--- src/hdl/bmp_pkg.sv ---
// Types and result codes shared by the BMP stream parser.
`timescale 1ns / 1ps

package bmp_pkg;

  // Width of position and size fields on the result channel
  localparam int unsigned FieldW = 17;

  // Result kinds
  localparam logic [1:0] KIND_HEADER = 2'd0;
  localparam logic [1:0] KIND_PIXEL  = 2'd1;
  localparam logic [1:0] KIND_FORMAT = 2'd2;
  localparam logic [1:0] KIND_TRUNC  = 2'd3;

  // One input byte with its framing flags
  typedef struct packed {
    logic [7:0] data_byte;
    logic       start_of_file;
    logic       end_of_stream;
  } item_t;

  // One result
  typedef struct packed {
    logic [1:0]        result_kind;
    logic [7:0]        red;
    logic [7:0]        green;
    logic [7:0]        blue;
    logic [FieldW-1:0] column;
    logic [FieldW-1:0] row;
    logic [FieldW-1:0] image_width;
    logic [FieldW-1:0] image_height;
    logic              last_pixel;
  } res_t;

endpackage

--- src/hdl/bmp_stream_if.sv ---
// Valid/ready stream interface with a typed payload.
`timescale 1ns / 1ps

interface bmp_stream_if #(
  parameter type T = logic
);
  logic valid;
  logic ready;
  T     data;

  modport source (output valid, output data, input ready);
  modport sink   (input valid, input data, output ready);
endinterface

--- src/hdl/bmp24_stream_parser.sv ---
// Top level of the 24-bit BMP stream parser: input register, decode, result register.
//
//   channel | dir | payload           | transfer
//   in_i    | in  | bmp_pkg::item_t   | in_i.valid && in_i.ready
//   out_o   | out | bmp_pkg::res_t    | out_o.valid && out_o.ready
//
// One byte per cycle sustained while the result side is ready; a byte's result is
// loaded into the result register once the decode stage advances on it.
// Reset clears the parser state and both valid flags; no clearing pass.
// A stalled result holds the decode stage; an empty input register still takes
// one more byte, after which the input side waits for the result transfer.
`timescale 1ns / 1ps

module bmp24_stream_parser #(
  parameter int unsigned DIM_LIMIT = 100000
) (
  input logic          clk_i,
  input logic          rst_ni,
  bmp_stream_if.sink   in_i,
  bmp_stream_if.source out_o
);
  import bmp_pkg::*;

  logic  in_valid_q;
  item_t in_item_q;
  logic  out_valid_q;
  res_t  out_res_q;
  logic  advance;
  logic  res_valid;
  res_t  res;

  // Decode stage moves when the result slot is free or being emptied
  assign advance    = in_valid_q && (!out_valid_q || out_o.ready);
  assign in_i.ready = !in_valid_q || advance;

  // Input register
  always_ff @(posedge clk_i or negedge rst_ni) begin
    if (!rst_ni) begin
      in_valid_q <= 1'b0;
    end else if (in_i.ready) begin
      in_valid_q <= in_i.valid;
    end
  end

  always_ff @(posedge clk_i) begin
    if (in_i.ready && in_i.valid) begin
      in_item_q <= in_i.data;
    end
  end

  bmp_core #(
    .DIM_LIMIT(DIM_LIMIT)
  ) u_core (
    .clk_i      (clk_i),
    .rst_ni     (rst_ni),
    .take_i     (advance),
    .item_i     (in_item_q),
    .res_valid_o(res_valid),
    .res_o      (res)
  );

  // Result register
  always_ff @(posedge clk_i or negedge rst_ni) begin
    if (!rst_ni) begin
      out_valid_q <= 1'b0;
    end else if (advance) begin
      out_valid_q <= res_valid;
    end else if (out_o.ready) begin
      out_valid_q <= 1'b0;
    end
  end

  always_ff @(posedge clk_i) begin
    if (advance && res_valid) begin
      out_res_q <= res;
    end
  end

  assign out_o.valid = out_valid_q;
  assign out_o.data  = out_res_q;

endmodule

--- src/hdl/bmp_core.sv ---
// Parser state and per-byte decode: header fields, pixel assembly, padding.
`timescale 1ns / 1ps

module bmp_core #(
  parameter int unsigned DIM_LIMIT = 100000
) (
  input  logic           clk_i,
  input  logic           rst_ni,
  input  logic           take_i,
  input  bmp_pkg::item_t item_i,
  output logic           res_valid_o,
  output bmp_pkg::res_t  res_o
);
  import bmp_pkg::*;

  localparam int unsigned DimW = $clog2(DIM_LIMIT + 1);

  // Header byte offsets
  localparam logic [5:0] PosMagic0 = 6'd0;
  localparam logic [5:0] PosMagic1 = 6'd1;
  localparam logic [5:0] PosWidth  = 6'd18;
  localparam logic [5:0] PosHeight = 6'd22;
  localparam logic [5:0] PosDepth  = 6'd28;
  localparam logic [5:0] HdrLast   = 6'd53;

  localparam logic [7:0]  MagicB = 8'h42;
  localparam logic [7:0]  MagicM = 8'h4D;
  localparam logic [15:0] Bpp24  = 16'd24;

  typedef enum logic [3:0] {
    PH_HEADER = 4'b0001,
    PH_PIXEL  = 4'b0010,
    PH_PAD    = 4'b0100,
    PH_DONE   = 4'b1000
  } phase_e;

  typedef struct packed {
    phase_e          phase;
    logic [5:0]      hdr_pos;
    logic            magic_ok;
    logic [31:0]     width_w;
    logic [31:0]     height_w;
    logic [15:0]     depth_w;
    logic [DimW-1:0] col;
    logic [DimW-1:0] row;
    logic [1:0]      bip;
    logic [1:0]      pad;
    logic [7:0]      held_blue;
    logic [7:0]      held_green;
  } state_t;

  // Cleared parser state: header phase, everything else zero
  localparam state_t StReset = '{phase: PH_HEADER, default: '0};

  state_t        st_q, st_d, cur;
  logic [7:0]    b;
  logic [DimW:0] col_inc, row_inc, w_ext, h_ext;
  logic          col_end, row_end, hdr_ok;
  logic [1:0]    pad_dec;

  // Size check on a signed 32-bit header word
  function automatic logic dim_ok(logic [31:0] v);
    return !v[31] && (v != '0) && (v <= 32'(DIM_LIMIT));
  endfunction

  // Next state and result for the byte in the input register
  always_comb begin
    cur       = item_i.start_of_file ? StReset : st_q;
    st_d      = cur;
    b         = item_i.data_byte;
    res_o     = '0;
    res_valid_o = 1'b0;

    col_inc = {1'b0, cur.col} + 1'b1;
    row_inc = {1'b0, cur.row} + 1'b1;
    w_ext   = cur.width_w[DimW:0];
    h_ext   = cur.height_w[DimW:0];
    col_end = (col_inc >= w_ext);
    row_end = (row_inc >= h_ext);
    hdr_ok  = cur.magic_ok && dim_ok(cur.width_w) && dim_ok(cur.height_w)
              && (cur.depth_w == Bpp24);
    pad_dec = cur.pad - 2'd1;

    unique case (cur.phase)
      PH_HEADER: begin
        case (cur.hdr_pos)
          PosMagic0:          st_d.magic_ok = (b == MagicB);
          PosMagic1:          st_d.magic_ok = cur.magic_ok && (b == MagicM);
          PosWidth:           st_d.width_w[7:0]    = b;
          PosWidth + 6'd1:    st_d.width_w[15:8]   = b;
          PosWidth + 6'd2:    st_d.width_w[23:16]  = b;
          PosWidth + 6'd3:    st_d.width_w[31:24]  = b;
          PosHeight:          st_d.height_w[7:0]   = b;
          PosHeight + 6'd1:   st_d.height_w[15:8]  = b;
          PosHeight + 6'd2:   st_d.height_w[23:16] = b;
          PosHeight + 6'd3:   st_d.height_w[31:24] = b;
          PosDepth:           st_d.depth_w[7:0]    = b;
          PosDepth + 6'd1:    st_d.depth_w[15:8]   = b;
          default: ;
        endcase
        if (cur.hdr_pos >= HdrLast) begin
          res_valid_o = 1'b1;
          if (hdr_ok) begin
            res_o.result_kind  = KIND_HEADER;
            res_o.image_width  = cur.width_w[FieldW-1:0];
            res_o.image_height = cur.height_w[FieldW-1:0];
            st_d.phase         = PH_PIXEL;
          end else begin
            res_o.result_kind = KIND_FORMAT;
            st_d.phase        = PH_DONE;
          end
        end else begin
          st_d.hdr_pos = cur.hdr_pos + 6'd1;
        end
      end
      PH_PIXEL: begin
        case (cur.bip)
          2'd0: begin
            st_d.held_blue = b;
            st_d.bip       = 2'd1;
          end
          2'd1: begin
            st_d.held_green = b;
            st_d.bip        = 2'd2;
          end
          default: begin
            // third byte of the triple completes a pixel
            st_d.bip           = 2'd0;
            res_valid_o        = 1'b1;
            res_o.result_kind  = KIND_PIXEL;
            res_o.red          = b;
            res_o.green        = cur.held_green;
            res_o.blue         = cur.held_blue;
            res_o.column       = FieldW'(cur.col);
            res_o.row          = FieldW'(cur.row);
            res_o.last_pixel   = col_end && row_end;
            st_d.col           = col_inc[DimW-1:0];
            if (col_end) begin
              st_d.pad = cur.width_w[1:0];
              if (cur.width_w[1:0] != 2'd0) begin
                st_d.phase = PH_PAD;
              end else begin
                st_d.col   = '0;
                st_d.row   = row_inc[DimW-1:0];
                st_d.phase = row_end ? PH_DONE : PH_PIXEL;
              end
            end
          end
        endcase
      end
      PH_PAD: begin
        // drop padding, then move to the next row
        st_d.pad = pad_dec;
        if (pad_dec == 2'd0) begin
          st_d.col   = '0;
          st_d.row   = row_inc[DimW-1:0];
          st_d.phase = row_end ? PH_DONE : PH_PIXEL;
        end
      end
      PH_DONE: ;
      default: ;
    endcase

    // Early end of stream before the parse is done overrides a pixel or header-accepted result
    if (item_i.end_of_stream && (cur.phase != PH_DONE) && (st_d.phase != PH_DONE)) begin
      res_o             = '0;
      res_o.result_kind = KIND_TRUNC;
      res_valid_o       = 1'b1;
      st_d.phase        = PH_DONE;
    end
  end

  // State register, updated once per processed byte
  always_ff @(posedge clk_i or negedge rst_ni) begin
    if (!rst_ni) begin
      st_q <= StReset;
    end else if (take_i) begin
      st_q <= st_d;
    end
  end

endmodule

--- src/flat_wrapper.sv ---
// flat-port wrapper written by rule: the top's interface ports become plain ports
module bmp24_stream_parser_flat import bmp_pkg::*;
#(
  parameter int unsigned DIM_LIMIT = 100000
)
  (clk_i, rst_ni, in_i_valid, in_i_data, in_i_ready, out_o_valid, out_o_data, out_o_ready);
  bmp_stream_if #(.T(item_t)) in_i_i ();
  bmp_stream_if #(.T(res_t)) out_o_i ();
  input logic clk_i;
  input logic rst_ni;
  input wire logic [$bits(in_i_i.valid)-1:0] in_i_valid;
  input wire logic [$bits(in_i_i.data)-1:0] in_i_data;
  output wire logic [$bits(in_i_i.ready)-1:0] in_i_ready;
  output wire logic [$bits(out_o_i.valid)-1:0] out_o_valid;
  output wire logic [$bits(out_o_i.data)-1:0] out_o_data;
  input wire logic [$bits(out_o_i.ready)-1:0] out_o_ready;
  assign in_i_i.valid = in_i_valid;
  assign in_i_i.data = in_i_data;
  assign in_i_ready = in_i_i.ready;
  assign out_o_valid = out_o_i.valid;
  assign out_o_data = out_o_i.data;
  assign out_o_i.ready = out_o_ready;
  bmp24_stream_parser #(.DIM_LIMIT(DIM_LIMIT)) u_core (.clk_i(clk_i), .rst_ni(rst_ni), .in_i(in_i_i), .out_o(out_o_i));
endmodule
--- config.mk ---
export PLATFORM = sky130hd
export DESIGN_NAME = bmp24_stream_parser_flat
export DESIGN_NICKNAME = d
export VERILOG_FILES = /design/src/hdl/bmp_pkg.sv /design/src/hdl/bmp_stream_if.sv /design/src/hdl/bmp24_stream_parser.sv /design/src/hdl/bmp_core.sv /design/src/flat_wrapper.sv
export SDC_FILE = /design/constraint.sdc
export NUM_CORES = 1
export LEC_CHECK = 0
export BUFFER_PORTS_ARGS = -buffer_cell sky130_fd_sc_hd__buf_4
export CAP_MARGIN = 10
export CELL_PAD_IN_SITES_DETAIL_PLACEMENT = 1
export CELL_PAD_IN_SITES_GLOBAL_PLACEMENT = 1
export CORE_MARGIN = 1
export CORE_UTILIZATION = 52
export DETAILED_ROUTE_END_ITERATION = 6
export PLACE_DENSITY = 0.92
export SYNTH_ARGS = -nofsm -noshare
export SYNTH_HDL_FRONTEND = slang
export SYNTH_SLANG_ARGS = --single-unit
--- constraint.sdc ---
create_clock -name clk_i -period 15.68 [get_ports clk_i]
set_input_delay 2.352 -clock clk_i [delete_from_list [all_inputs] [get_ports clk_i]]
set_output_delay 2.352 -clock clk_i [all_outputs]
set_load 0.01 [all_outputs]
==> results.sh, run 1 <==
export IMPL_status="completed"
export IMPL_postCtsSetupBuffers=0
export IMPL_rsz0062_at_grt="no"
export IMPL_grt_overflow=0
export IMPL_avgViaCountPerCell=6.541
export IMPL_antenna_left=0
export IMPL_cts_root_buf="clkbuf_16"
export IMPL_r2r_end="u_core.out_o.data[11]$_SDFFCE_PP0P_"
export IMPL_routed_wl_um=38700
export IMPL_reg2reg_depth=18
export IMPL_start_kind="flip-flop"
export IMPL_worstHoldStart="u_core.u_core.st_q[7]$_DFFE_PN0P_"
export IMPL_cp_required_ns=15.84
export IMPL_io_pins=111
export IMPL_dp_hpwl_um=25580
export IMPL_timing_fmax_ghz=0.1336
export IMPL_ys_flop_type="dfrtp_1"
export IMPL_top_usage_layer="met2"
export IMPL_drive_gt1_frac=0.1741
export IMPL_timing_worst_setup_path_type="flip-flop to flip-flop"
export IMPL_yosys_area_top_type="dfrtp_1"
export IMPL_num_antenna_cells=0
export IMPL_leakage_nw=6.044
export IMPL_wl_per_cell_um=24.90
export IMPL_postCtsHoldBufs=0
export IMPL_synthArstFlopShare=0.5833
export IMPL_start_util=0.5329
export IMPL_hold_viol=0
export IMPL_postSynthAreaPerCell_um2=11.26
export IMPL_grt_util_all_layers=0.3184
export IMPL_yosysUniqueCellTypes=70
export IMPL_rows=56
export IMPL_syn2layout_area_growth_pct=16.13
export IMPL_finalMaxSlewViolations=0
export IMPL_cp_end_kind="flip-flop"
export IMPL_slew_headroom=0.2050
export IMPL_setup_ws_ns=8.192
export IMPL_finalCriticalPeriod_ns=7.488
export IMPL_ys_seq_elements=252
export IMPL_cts_resized=0
export IMPL_hold_class="flip-flop to flip-flop"
export IMPL_cts_made_buffers=27
export IMPL_dieArea_um2=24820
export IMPL_r2r_slack_ns=8.19
export IMPL_synth_net_count=1175
export IMPL_seq_area_frac_synth=0.5431
export IMPL_clkTransAtPathRegs_ns=0.06
export IMPL_finalSetupTns_ns=0
export IMPL_dp_slack_ns=8.369
export IMPL_antenna_found_initial=0
export IMPL_ys_top_cells_by_count="dfrtp_1, edfxtp_1, a22o_1"
export IMPL_synthesis_area_um2=12580
export IMPL_yosysMostFrequentCell="dfrtp_1"
export IMPL_dieWidth_um=157.6
export IMPL_critPathMaxFanout=66
export IMPL_use_met1=0.3936
export IMPL_final_period_utilization=0.4775
export IMPL_worst_slew_pin_slew_ns=1.176
export IMPL_ys_warn_count=0
export IMPL_gp_congestion=0.9105
export IMPL_worstPathArrival_ns=7.65
export IMPL_cts_path_max_buffers=3
export IMPL_drc=0
export IMPL_drtPass1Iterations=5
export IMPL_power_density_nw_per_um2=111.4
export IMPL_peakVddDrop_mv=0.09169
export IMPL_synth_edf_count=105
export IMPL_cts_sinks=252
export IMPL_whs_path_depth=1
export IMPL_skew_ns=0.02132
export IMPL_critPathLaunch="u_core.in_item_q[1]$_DFFE_PP_"
export IMPL_reg2reg_from="u_core.in_item_q[1]$_DFFE_PP_"
export IMPL_drt_initial_drc_count=938
export IMPL_grt_use_met2=0.5419
export IMPL_synth_area_leaders="dfrtp_1, edfxtp_1, a22o_1, ha_1, nand2_1"
export IMPL_vias=10160
export IMPL_setup_viol=0
export IMPL_die_h_um=157.6
export IMPL_cts_tree="done"
export IMPL_yosys_area_top_type_share=0.2904
export IMPL_nets=1272
export IMPL_syn_inst=1117
export IMPL_cp_endpoint="u_core.out_o.data[11]$_SDFFCE_PP0P_"
export IMPL_grt_max_degree=76
export IMPL_clk_latency_ns=0.55
export IMPL_core_area_um2=23610
export IMPL_htreeDepth=1
export IMPL_grtUsageMet3=0.05507
export IMPL_grt_first_pass_wirelength_um=60300
export IMPL_numPortBuffers=110
export IMPL_grt_pass1_vias=10680
export IMPL_maxCapViolCount=0
-- sequential cells by signal (all words and copies together) (netlist names) --
register	flops
u_core.u_core.st_q	145
u_core.out_o.data	95
u_core.in_item_q	10
u_core.in_valid_q	1
u_core.out_o.valid	1
-- worst min path at each step --
stage,end,slack (ns)
after floorplan,u_core.u_core.st_q[43]$_DFFE_PN0P_,0.45
after global placement,u_core.u_core.st_q[1]$_DFFE_PN0P_,0.47
after detailed placement,u_core.u_core.st_q[7]$_DFFE_PN0P_,0.48
after CTS,u_core.u_core.st_q[7]$_DFFE_PN0P_,0.50
after global routing,u_core.u_core.st_q[7]$_DFFE_PN0P_,0.51
final,u_core.u_core.st_q[7]$_DFFE_PN0P_,0.50
-- final cells by class --
cell class / count / area (um^2)
Tap cell: 319 / 399.1
Clock buffer: 34 / 743.2
Sequential cell: 252 / 6833
Fill cell: 2435 / 9001
Clock inverter: 16 / 183.9
Inverter: 18 / 67.56
Timing Repair Buffer: 126 / 947.2
Multi-Input combinational cell: 789 / 5438
-- routing by layer --
metal  vias up  wire length (um)
li1       4408                 -
met1      5193             15120
met2       451             19420
met3       112              2466
met4         0              1697
met5         -                 0
-- metrics by stage --
step / instances / total power [mW] / hold slack (ns) / cell area (um^2) / util
6_report: 1554 / 1.627 / 0.4950 / 14610 / 0.6188
5_1_grt: 1554 / 1.673 / 0.5120 / 14610 / 0.6188
4_1_cts: 1553 / 1.631 / 0.4981 / 14610 / 0.6186
3_5_place_dp: 1503 / 0.9645 / 0.4759 / 13680 / 0.5793
3_3_place_gp: 1503 / 0.9533 / 0.4725 / 13680 / 0.5793
2_1_floorplan: 1117 / 0.8783 / 0.4511 / 12580 / -
-- critical path: stages, from the launching register on --
cell,delay [ns]
edfxtp_1,0.51
nor2b_1,0.23
ha_1,0.27
nand3_1,0.19
nor4_1,0.73
nand3_1,0.28
nor3_1,0.52
nand3_1,0.20
xor2_1,0.19
nor2_1,0.18
ha_1,0.31
a21oi_1,0.17
nand2_1,0.07
a221oi_1,0.81
a21oi_1,0.33
o211a_1,0.37
a31oi_4,0.19
o31a_2,0.70
buf_4,0.80
-- cells in the final DEF (no fill, tap or decap), drive strengths merged, types with 31 or more instances in the layout --
master,Yosys,layout
dfrtp,146,146
buf,13,125
edfxtp,105,105
a22o,104,104
nand2,100,100
nor2,69,69
o21ai,50,50
nor3b,50,50
ha,44,44
clkbuf,45,35
and2,34,34
nand3,31,31
-- power breakdown --
group	internal, mW	switching, mW	total [mW]	leakage (nW)
Clock	0.401	0.267	0.668	0.460
Sequential	0.728	0.0342	0.762	3.01
Combinational	0.0653	0.131	0.197	2.57
Total	1.19	0.433	1.63	6.04
-- cell families (layout without fill, tap and decap cells) --
family	Yosys count	count (layout)	share of synthesized area
AND/OR/NAND/NOR	427	427	0.1948
AO/OA/AOI/OAI	284	284	0.1683
flip-flops	252	252	0.5431
buffers and inverters	76	194	0.02595
adder cells (fa/ha/maj)	44	44	0.04376
XOR/XNOR	30	30	0.02088
multiplexers	4	4	0.003282
Power figures use the tool's default switching activity.
==> inputs of run 2 (changes only) <==
CORE_UTILIZATION = 43   (was 52)
PLACE_DENSITY = 0.82   (was 0.92)
clock period = 6.1 ns   (was 15.68 ns; I/O delays follow)
==> run 2 against run 1 <==
Design area rose by 0.87%; sequential power rose to 2.6 times the previous value; highest routed layer unchanged; largest cell class unchanged; global-route usage down 7.1 points; power grew to 2.5 times the previous value; clock skew shrank 0.0019 ns; hold slack worse by 0.060 ns; register-to-register slack worse by 7.7 ns; final cell count increased by 4.4%.
==> results.sh, run 2 (synthesis gave the netlist of run 1 again) <==
export IMPL_placed_area_um2=13870
export IMPL_postCtsHoldBufs=0
export IMPL_cts_path_max_buffers=3
export IMPL_syn2layout_area_growth_pct=17.13
export IMPL_cts_sinks=252
export IMPL_final_common_cell="dfrtp_1"
export IMPL_clkTransAtPathRegs_ns=0.07
export IMPL_cts_tree="done"
export IMPL_finalHoldWorstSlack_ns=0.4350
export IMPL_postCtsSetupBuffers=0
export IMPL_r2r_end="u_core.out_o.data[62]$_SDFFCE_PP0P_"
export IMPL_slowest_delay_ns=0.65
export IMPL_maxCapViolCount=0
export IMPL_skew_ns=0.01942
export IMPL_layout_common_cells="dfrtp_1, buf_4, edfxtp_1"
export IMPL_leakage_nw=6.081
export IMPL_drive_gt1_frac=0.1759
export IMPL_largest_reg_flops=145
export IMPL_finalMaxSlewViolations=0
export IMPL_final_period_utilization=0.9172
export IMPL_gp_congestion=0.8894
export IMPL_slew_headroom=0.3241
export IMPL_nets=1277
export IMPL_dieArea_um2=29950
export IMPL_drtPass1Iterations=7
export IMPL_place_inst=1573
export IMPL_cp_slowest_cell="buf_4"
export IMPL_grt_overflow=0
export IMPL_worst_slew_pin_slew_ns=1.005
export IMPL_reg2reg_depth=19
export IMPL_worstPathArrival_ns=5.83
export IMPL_largest_register="u_core.u_core.st_q"
export IMPL_routed_wl_um=36810
export IMPL_die_h_um=173.1
export IMPL_peakVddDrop_mv=0.2167
export IMPL_hold_viol=0
export IMPL_antenna_found_initial=0
export IMPL_drc=0
export IMPL_drt_initial_drc_count=764
export IMPL_grt_util_all_layers=0.2476
export IMPL_critPathMaxFanout=61
export IMPL_io_pins=111
export IMPL_rsz0062_at_grt="no"
export IMPL_dp_slack_ns=0.5645
export IMPL_grt_pass1_vias=10260
export IMPL_core_area_um2=28780
export IMPL_grt_first_pass_wirelength_um=58810
export IMPL_antenna_left=0
export IMPL_fill_cells=3053
export IMPL_status="completed"
export IMPL_setup_viol=0
export IMPL_finalSetupTns_ns=0
export IMPL_crit_chain="nor2b_1 -> ha_1 -> nand3_1 -> nor4_4 -> nand3_2 -> nor3_4 -> nand3_1 -> xor2_1 -> nor2_1 -> ha_1 -> a21oi_1 -> nand2_1 -> a221oi_4 -> nor2_1 -> a211oi_1 -> a211oi_2 -> a31oi_4 -> buf_4 -> nor3b_1"
export IMPL_numPortBuffers=110
export IMPL_num_antenna_cells=0
export IMPL_avgViaCountPerCell=6.059
export IMPL_finalInstanceArea_um2=14740
export IMPL_timing_worst_setup_path_type="flip-flop to flip-flop"
export IMPL_timing_fmax_ghz=0.1787
export IMPL_cp_required_ns=6.34
export IMPL_grt_max_degree=98
export IMPL_wl_per_cell_um=22.68
export IMPL_start_util=0.4372
export IMPL_dieWidth_um=173.1
export IMPL_vias=9834
export IMPL_htreeDepth=1
export IMPL_cts_root_buf="clkbuf_16"
export IMPL_start_kind="flip-flop"
export IMPL_hold_class="input pin to asynchronous set/reset pin"
export IMPL_r2r_slack_ns=0.51
export IMPL_dp_hpwl_um=25180
export IMPL_setup_ws_ns=0.5054
export IMPL_cp_end_kind="flip-flop"
export IMPL_rows=62
export IMPL_clk_latency_ns=0.54
export IMPL_cts_resized=0
export IMPL_power_density_nw_per_um2=277.6
export IMPL_finalCriticalPeriod_ns=5.595
export IMPL_finalNonFillerCells=1623
export IMPL_cts_made_buffers=27
export IMPL_reg2reg_from="u_core.in_item_q[1]$_DFFE_PP_"
==> run 2: cell count changes in the layout (fill, tap and decap cells not counted), sizes merged <==
cell      change
clkbuf        +8
buf           +5
clkinv        -5
bufinv        -2
clkinvlp      -1
inv           -1
==> run 2: worst max-delay path by stage <==
stage / slack, ns / from / cells after the start / end
floorplan: 0.02 / u_core.in_item_q[1]$_DFFE_PP_ / 23 / u_core.out_o.data[0]$_SDFFCE_PP0P_
global route: 0.13 / u_core.in_item_q[1]$_DFFE_PP_ / 19 / u_core.out_o.data[62]$_SDFFCE_PP0P_
finish: 0.51 / u_core.in_item_q[1]$_DFFE_PP_ / 19 / u_core.out_o.data[62]$_SDFFCE_PP0P_
global placement: 0.80 / u_core.in_item_q[1]$_DFFE_PP_ / 18 / u_core.out_o.data[56]$_SDFFCE_PP0P_
CTS: 0.54 / u_core.in_item_q[1]$_DFFE_PP_ / 19 / u_core.out_o.data[46]$_SDFFCE_PP0P_
detailed placement: 0.56 / u_core.in_item_q[1]$_DFFE_PP_ / 19 / u_core.out_o.data[65]$_SDFFCE_PP0P_
==> run 2: through the flow <==
step / total power, mW / utilization
global placement: 2.466 / 0.4818
global route: 4.221 / 0.5121
floorplan: 2.254 / -
detailed placement: 2.484 / 0.4818
finish: 4.091 / 0.5121
CTS: 4.111 / 0.5119
==> run 2: layout make-up <==
type	count	area, um^2	area share
Clock inverter	7	83.83	0.005688
Timing Repair Buffer	131	997.2	0.06766
Tap cell	384	480.5	0.03260
Sequential cell	252	6833	0.4636
Clock buffer	42	782.0	0.05306
Inverter	18	67.56	0.004584
Multi-Input combinational cell	789	5494	0.3728
==> run 2: critical path, delay by kind of cell (launching register included) <==
kind	cells	cell delay [ns]
adder cells (fa/ha/maj)	2	0.57
flip-flops	1	0.58
AND/OR/NAND/NOR	10	2.00
buffers and inverters	1	0.65
XOR/XNOR	1	0.15
AO/OA/AOI/OAI	5	1.21
==> run 2: layer usage <==
layer,routed length (um),track usage
met1,15750,0.3314
met3,1810,0.03188
met4,1132,0.08075
met5,0,0
met2,18120,0.4172
==> run 2: power by group <==
group | internal [mW] | switching, mW | leakage [nW] | total (mW)
Combinational | 0.175 | 0.326 | 2.64 | 0.500
Sequential | 1.87 | 0.0828 | 3.01 | 1.95
Clock | 0.960 | 0.677 | 0.426 | 1.64
Total | 3.00 | 1.09 | 6.08 | 4.09
==> inputs of run 3 (changes only) <==
BUFFER_PORTS_ARGS = -buffer_cell sky130_fd_sc_hd__buf_2   (was -buffer_cell sky130_fd_sc_hd__buf_4)
==> run 3 against run 2 <==
Register-to-register slack got worse by 0.06 ns; clock skew increased by 0.0012 ns; combinational power decreased by 5.8%.
==> results.sh, run 3 (synthesis gave the netlist of run 1 again) <==
export IMPL_power_total_mw=4.159
export IMPL_dieWidth_um=173.1
export IMPL_swShare=0.2657
export IMPL_slew_headroom=0.2913
export IMPL_place_inst=1571
export IMPL_io_pins=111
export IMPL_finalMaxSlewViolations=0
export IMPL_routed_wl_met2_um=18410
export IMPL_grt_pass1_vias=10340
export IMPL_postCtsHoldBufs=0
export IMPL_wl_per_cell_um=22.91
export IMPL_die_h_um=173.1
export IMPL_grt_overflow=0
export IMPL_skew_ns=0.02059
export IMPL_drtPass1Iterations=5
export IMPL_grt_first_pass_wirelength_um=59570
export IMPL_largest_register="u_core.u_core.st_q"
export IMPL_gp_congestion=0.9100
export IMPL_syn2layout_area_growth_pct=15.64
export IMPL_num_antenna_cells=0
export IMPL_dieArea_um2=29950
export IMPL_dp_hpwl_um=25260
export IMPL_wl_met1_um=15650
export IMPL_wl_met3_um=1910
export IMPL_drc=0
export IMPL_grt_max_degree=94
export IMPL_finalSetupTns_ns=0
export IMPL_rows=62
export IMPL_cts_path_max_buffers=3
export IMPL_hold_class="input pin to asynchronous set/reset pin"
export IMPL_netSwitchingPower_mw=1.105
export IMPL_postCtsSetupBuffers=0
export IMPL_timing_fmax_ghz=0.1770
export IMPL_htreeDepth=1
export IMPL_setup_ws_ns=0.4500
export IMPL_avgViaCountPerCell=6.083
export IMPL_crit_chain="nand2b_1 -> nor4_1 -> buf_4 -> and3_1 -> nand2_1 -> nor3_1 -> and3_1 -> and3_1 -> ha_1 -> and4_1 -> nand2_1 -> a21o_1 -> a211o_1 -> a21o_1 -> a31oi_4 -> buf_4 -> nor3b_1"
export IMPL_cts_resized=0
export IMPL_critPathMaxFanout=61
export IMPL_nets=1275
export IMPL_cp_end_kind="flip-flop"
export IMPL_timing_worst_setup_path_type="flip-flop to flip-flop"
export IMPL_clockPowerShare=0.418
export IMPL_p_comb_frac=0.113
export IMPL_layout_common_cells="dfrtp_1, buf_2, edfxtp_1"
export IMPL_slowest_delay_ns=0.64
export IMPL_finalCriticalPeriod_ns=5.650
export IMPL_rsz0062_at_grt="no"
export IMPL_start_util=0.4372
export IMPL_leakage_nw=6.005
export IMPL_numPortBuffers=110
export IMPL_core_area_um2=28780
export IMPL_power_density_nw_per_um2=285.9
export IMPL_final_period_utilization=0.9262
export IMPL_seq_power_share=0.469
export IMPL_cts_root_buf="clkbuf_16"
export IMPL_cts_made_buffers=28
export IMPL_intPower_mw=3.054
export IMPL_start_kind="flip-flop"
export IMPL_hold_viol=0
export IMPL_final_common_cell="dfrtp_1"
export IMPL_finalNonFillerCells=1623
export IMPL_clk_latency_ns=0.56
export IMPL_largest_reg_flops=145
export IMPL_worstPathArrival_ns=5.90
export IMPL_fill_cells=3136
export IMPL_drive_gt1_frac=0.1784
export IMPL_dp_slack_ns=0.5671
export IMPL_reg2reg_depth=17
export IMPL_cp_slowest_cell="buf_4"
export IMPL_status="completed"
export IMPL_drt_initial_drc_count=743
export IMPL_worst_slew_pin_slew_ns=1.052
export IMPL_routed_wl_um=37180
export IMPL_antenna_found_initial=0
export IMPL_cp_common_cell="and3_1"
export IMPL_antenna_left=0
export IMPL_maxCapViolCount=0
export IMPL_setup_viol=0
export IMPL_peakVddDrop_mv=0.2574
export IMPL_top_layer_used="met4"
export IMPL_cts_tree="done"
export IMPL_clkTransAtPathRegs_ns=0.06
export IMPL_grt_util_all_layers=0.2522
export IMPL_cts_sinks=252
export IMPL_vias=9873
export IMPL_cp_required_ns=6.35
run 3: worst max-delay path, delay by kind of cell, from the launching register on:
family	cells	cell delay [ns]
buffers and inverters	2	0.82
flip-flops	1	0.59
adder cells (fa/ha/maj)	1	0.22
AO/OA/AOI/OAI	4	1.02
AND/OR/NAND/NOR	10	2.58
run 3: final timing paths:
kind	slack (ns)	endpoint	startpoint
min in group clk_i	0.50	u_core.u_core.st_q[43]$_DFFE_PN0P_	u_core.u_core.st_q[43]$_DFFE_PN0P_
hold reg to reg	0.50	u_core.u_core.st_q[43]$_DFFE_PN0P_	u_core.u_core.st_q[43]$_DFFE_PN0P_
max in group asynchronous	4.34	u_core.u_core.st_q[85]$_DFFE_PN0P_	rst_ni
setup reg to reg	0.45	u_core.out_o.data[53]$_SDFFCE_PP0P_	u_core.in_item_q[1]$_DFFE_PP_
hold / removal	0.44	u_core.u_core.st_q[6]$_DFFE_PN0P_	rst_ni
setup / recovery	0.45	u_core.out_o.data[53]$_SDFFCE_PP0P_	u_core.in_item_q[1]$_DFFE_PP_
run 3: layer usage:
metal | track usage | vias to the layer above
li1 | - | 4403
met1 | 0.3320 | 5084
met2 | 0.4278 | 309
met3 | 0.03342 | 77
met4 | 0.08813 | 0
met5 | 0 | -
run 3: stage by stage:
step / utilization / area [um^2] / hold WS (ns)
after floorplan: - / 12640 / 0.4511
after global placement: 0.4723 / 13590 / 0.4768
after detailed placement: 0.4723 / 13590 / 0.4808
after CTS: 0.5053 / 14540 / 0.4811
after global routing: 0.5056 / 14550 / 0.5236
final: 0.5056 / 14550 / 0.4438
run 3: layout make-up:
cell class	count	area, um^2	area share
Tap cell	384	480.5	0.03302
Multi-Input combinational cell	789	5500	0.3780
Sequential cell	252	6833	0.4696
Clock buffer	42	803.3	0.05521
Clock inverter	10	148.9	0.01023
Timing Repair Buffer	128	716.9	0.04927
Inverter	18	67.56	0.004644
run 3: power by group through the flow:
stage | logic (mW) | registers, mW | clock network, mW
floorplan | 0.282 | 1.97 | 0
global placement | 0.452 | 1.98 | 0
detailed placement | 0.469 | 1.98 | 0
CTS | 0.471 | 1.95 | 1.76
global route | 0.516 | 1.96 | 1.82
finish | 0.471 | 1.95 | 1.74
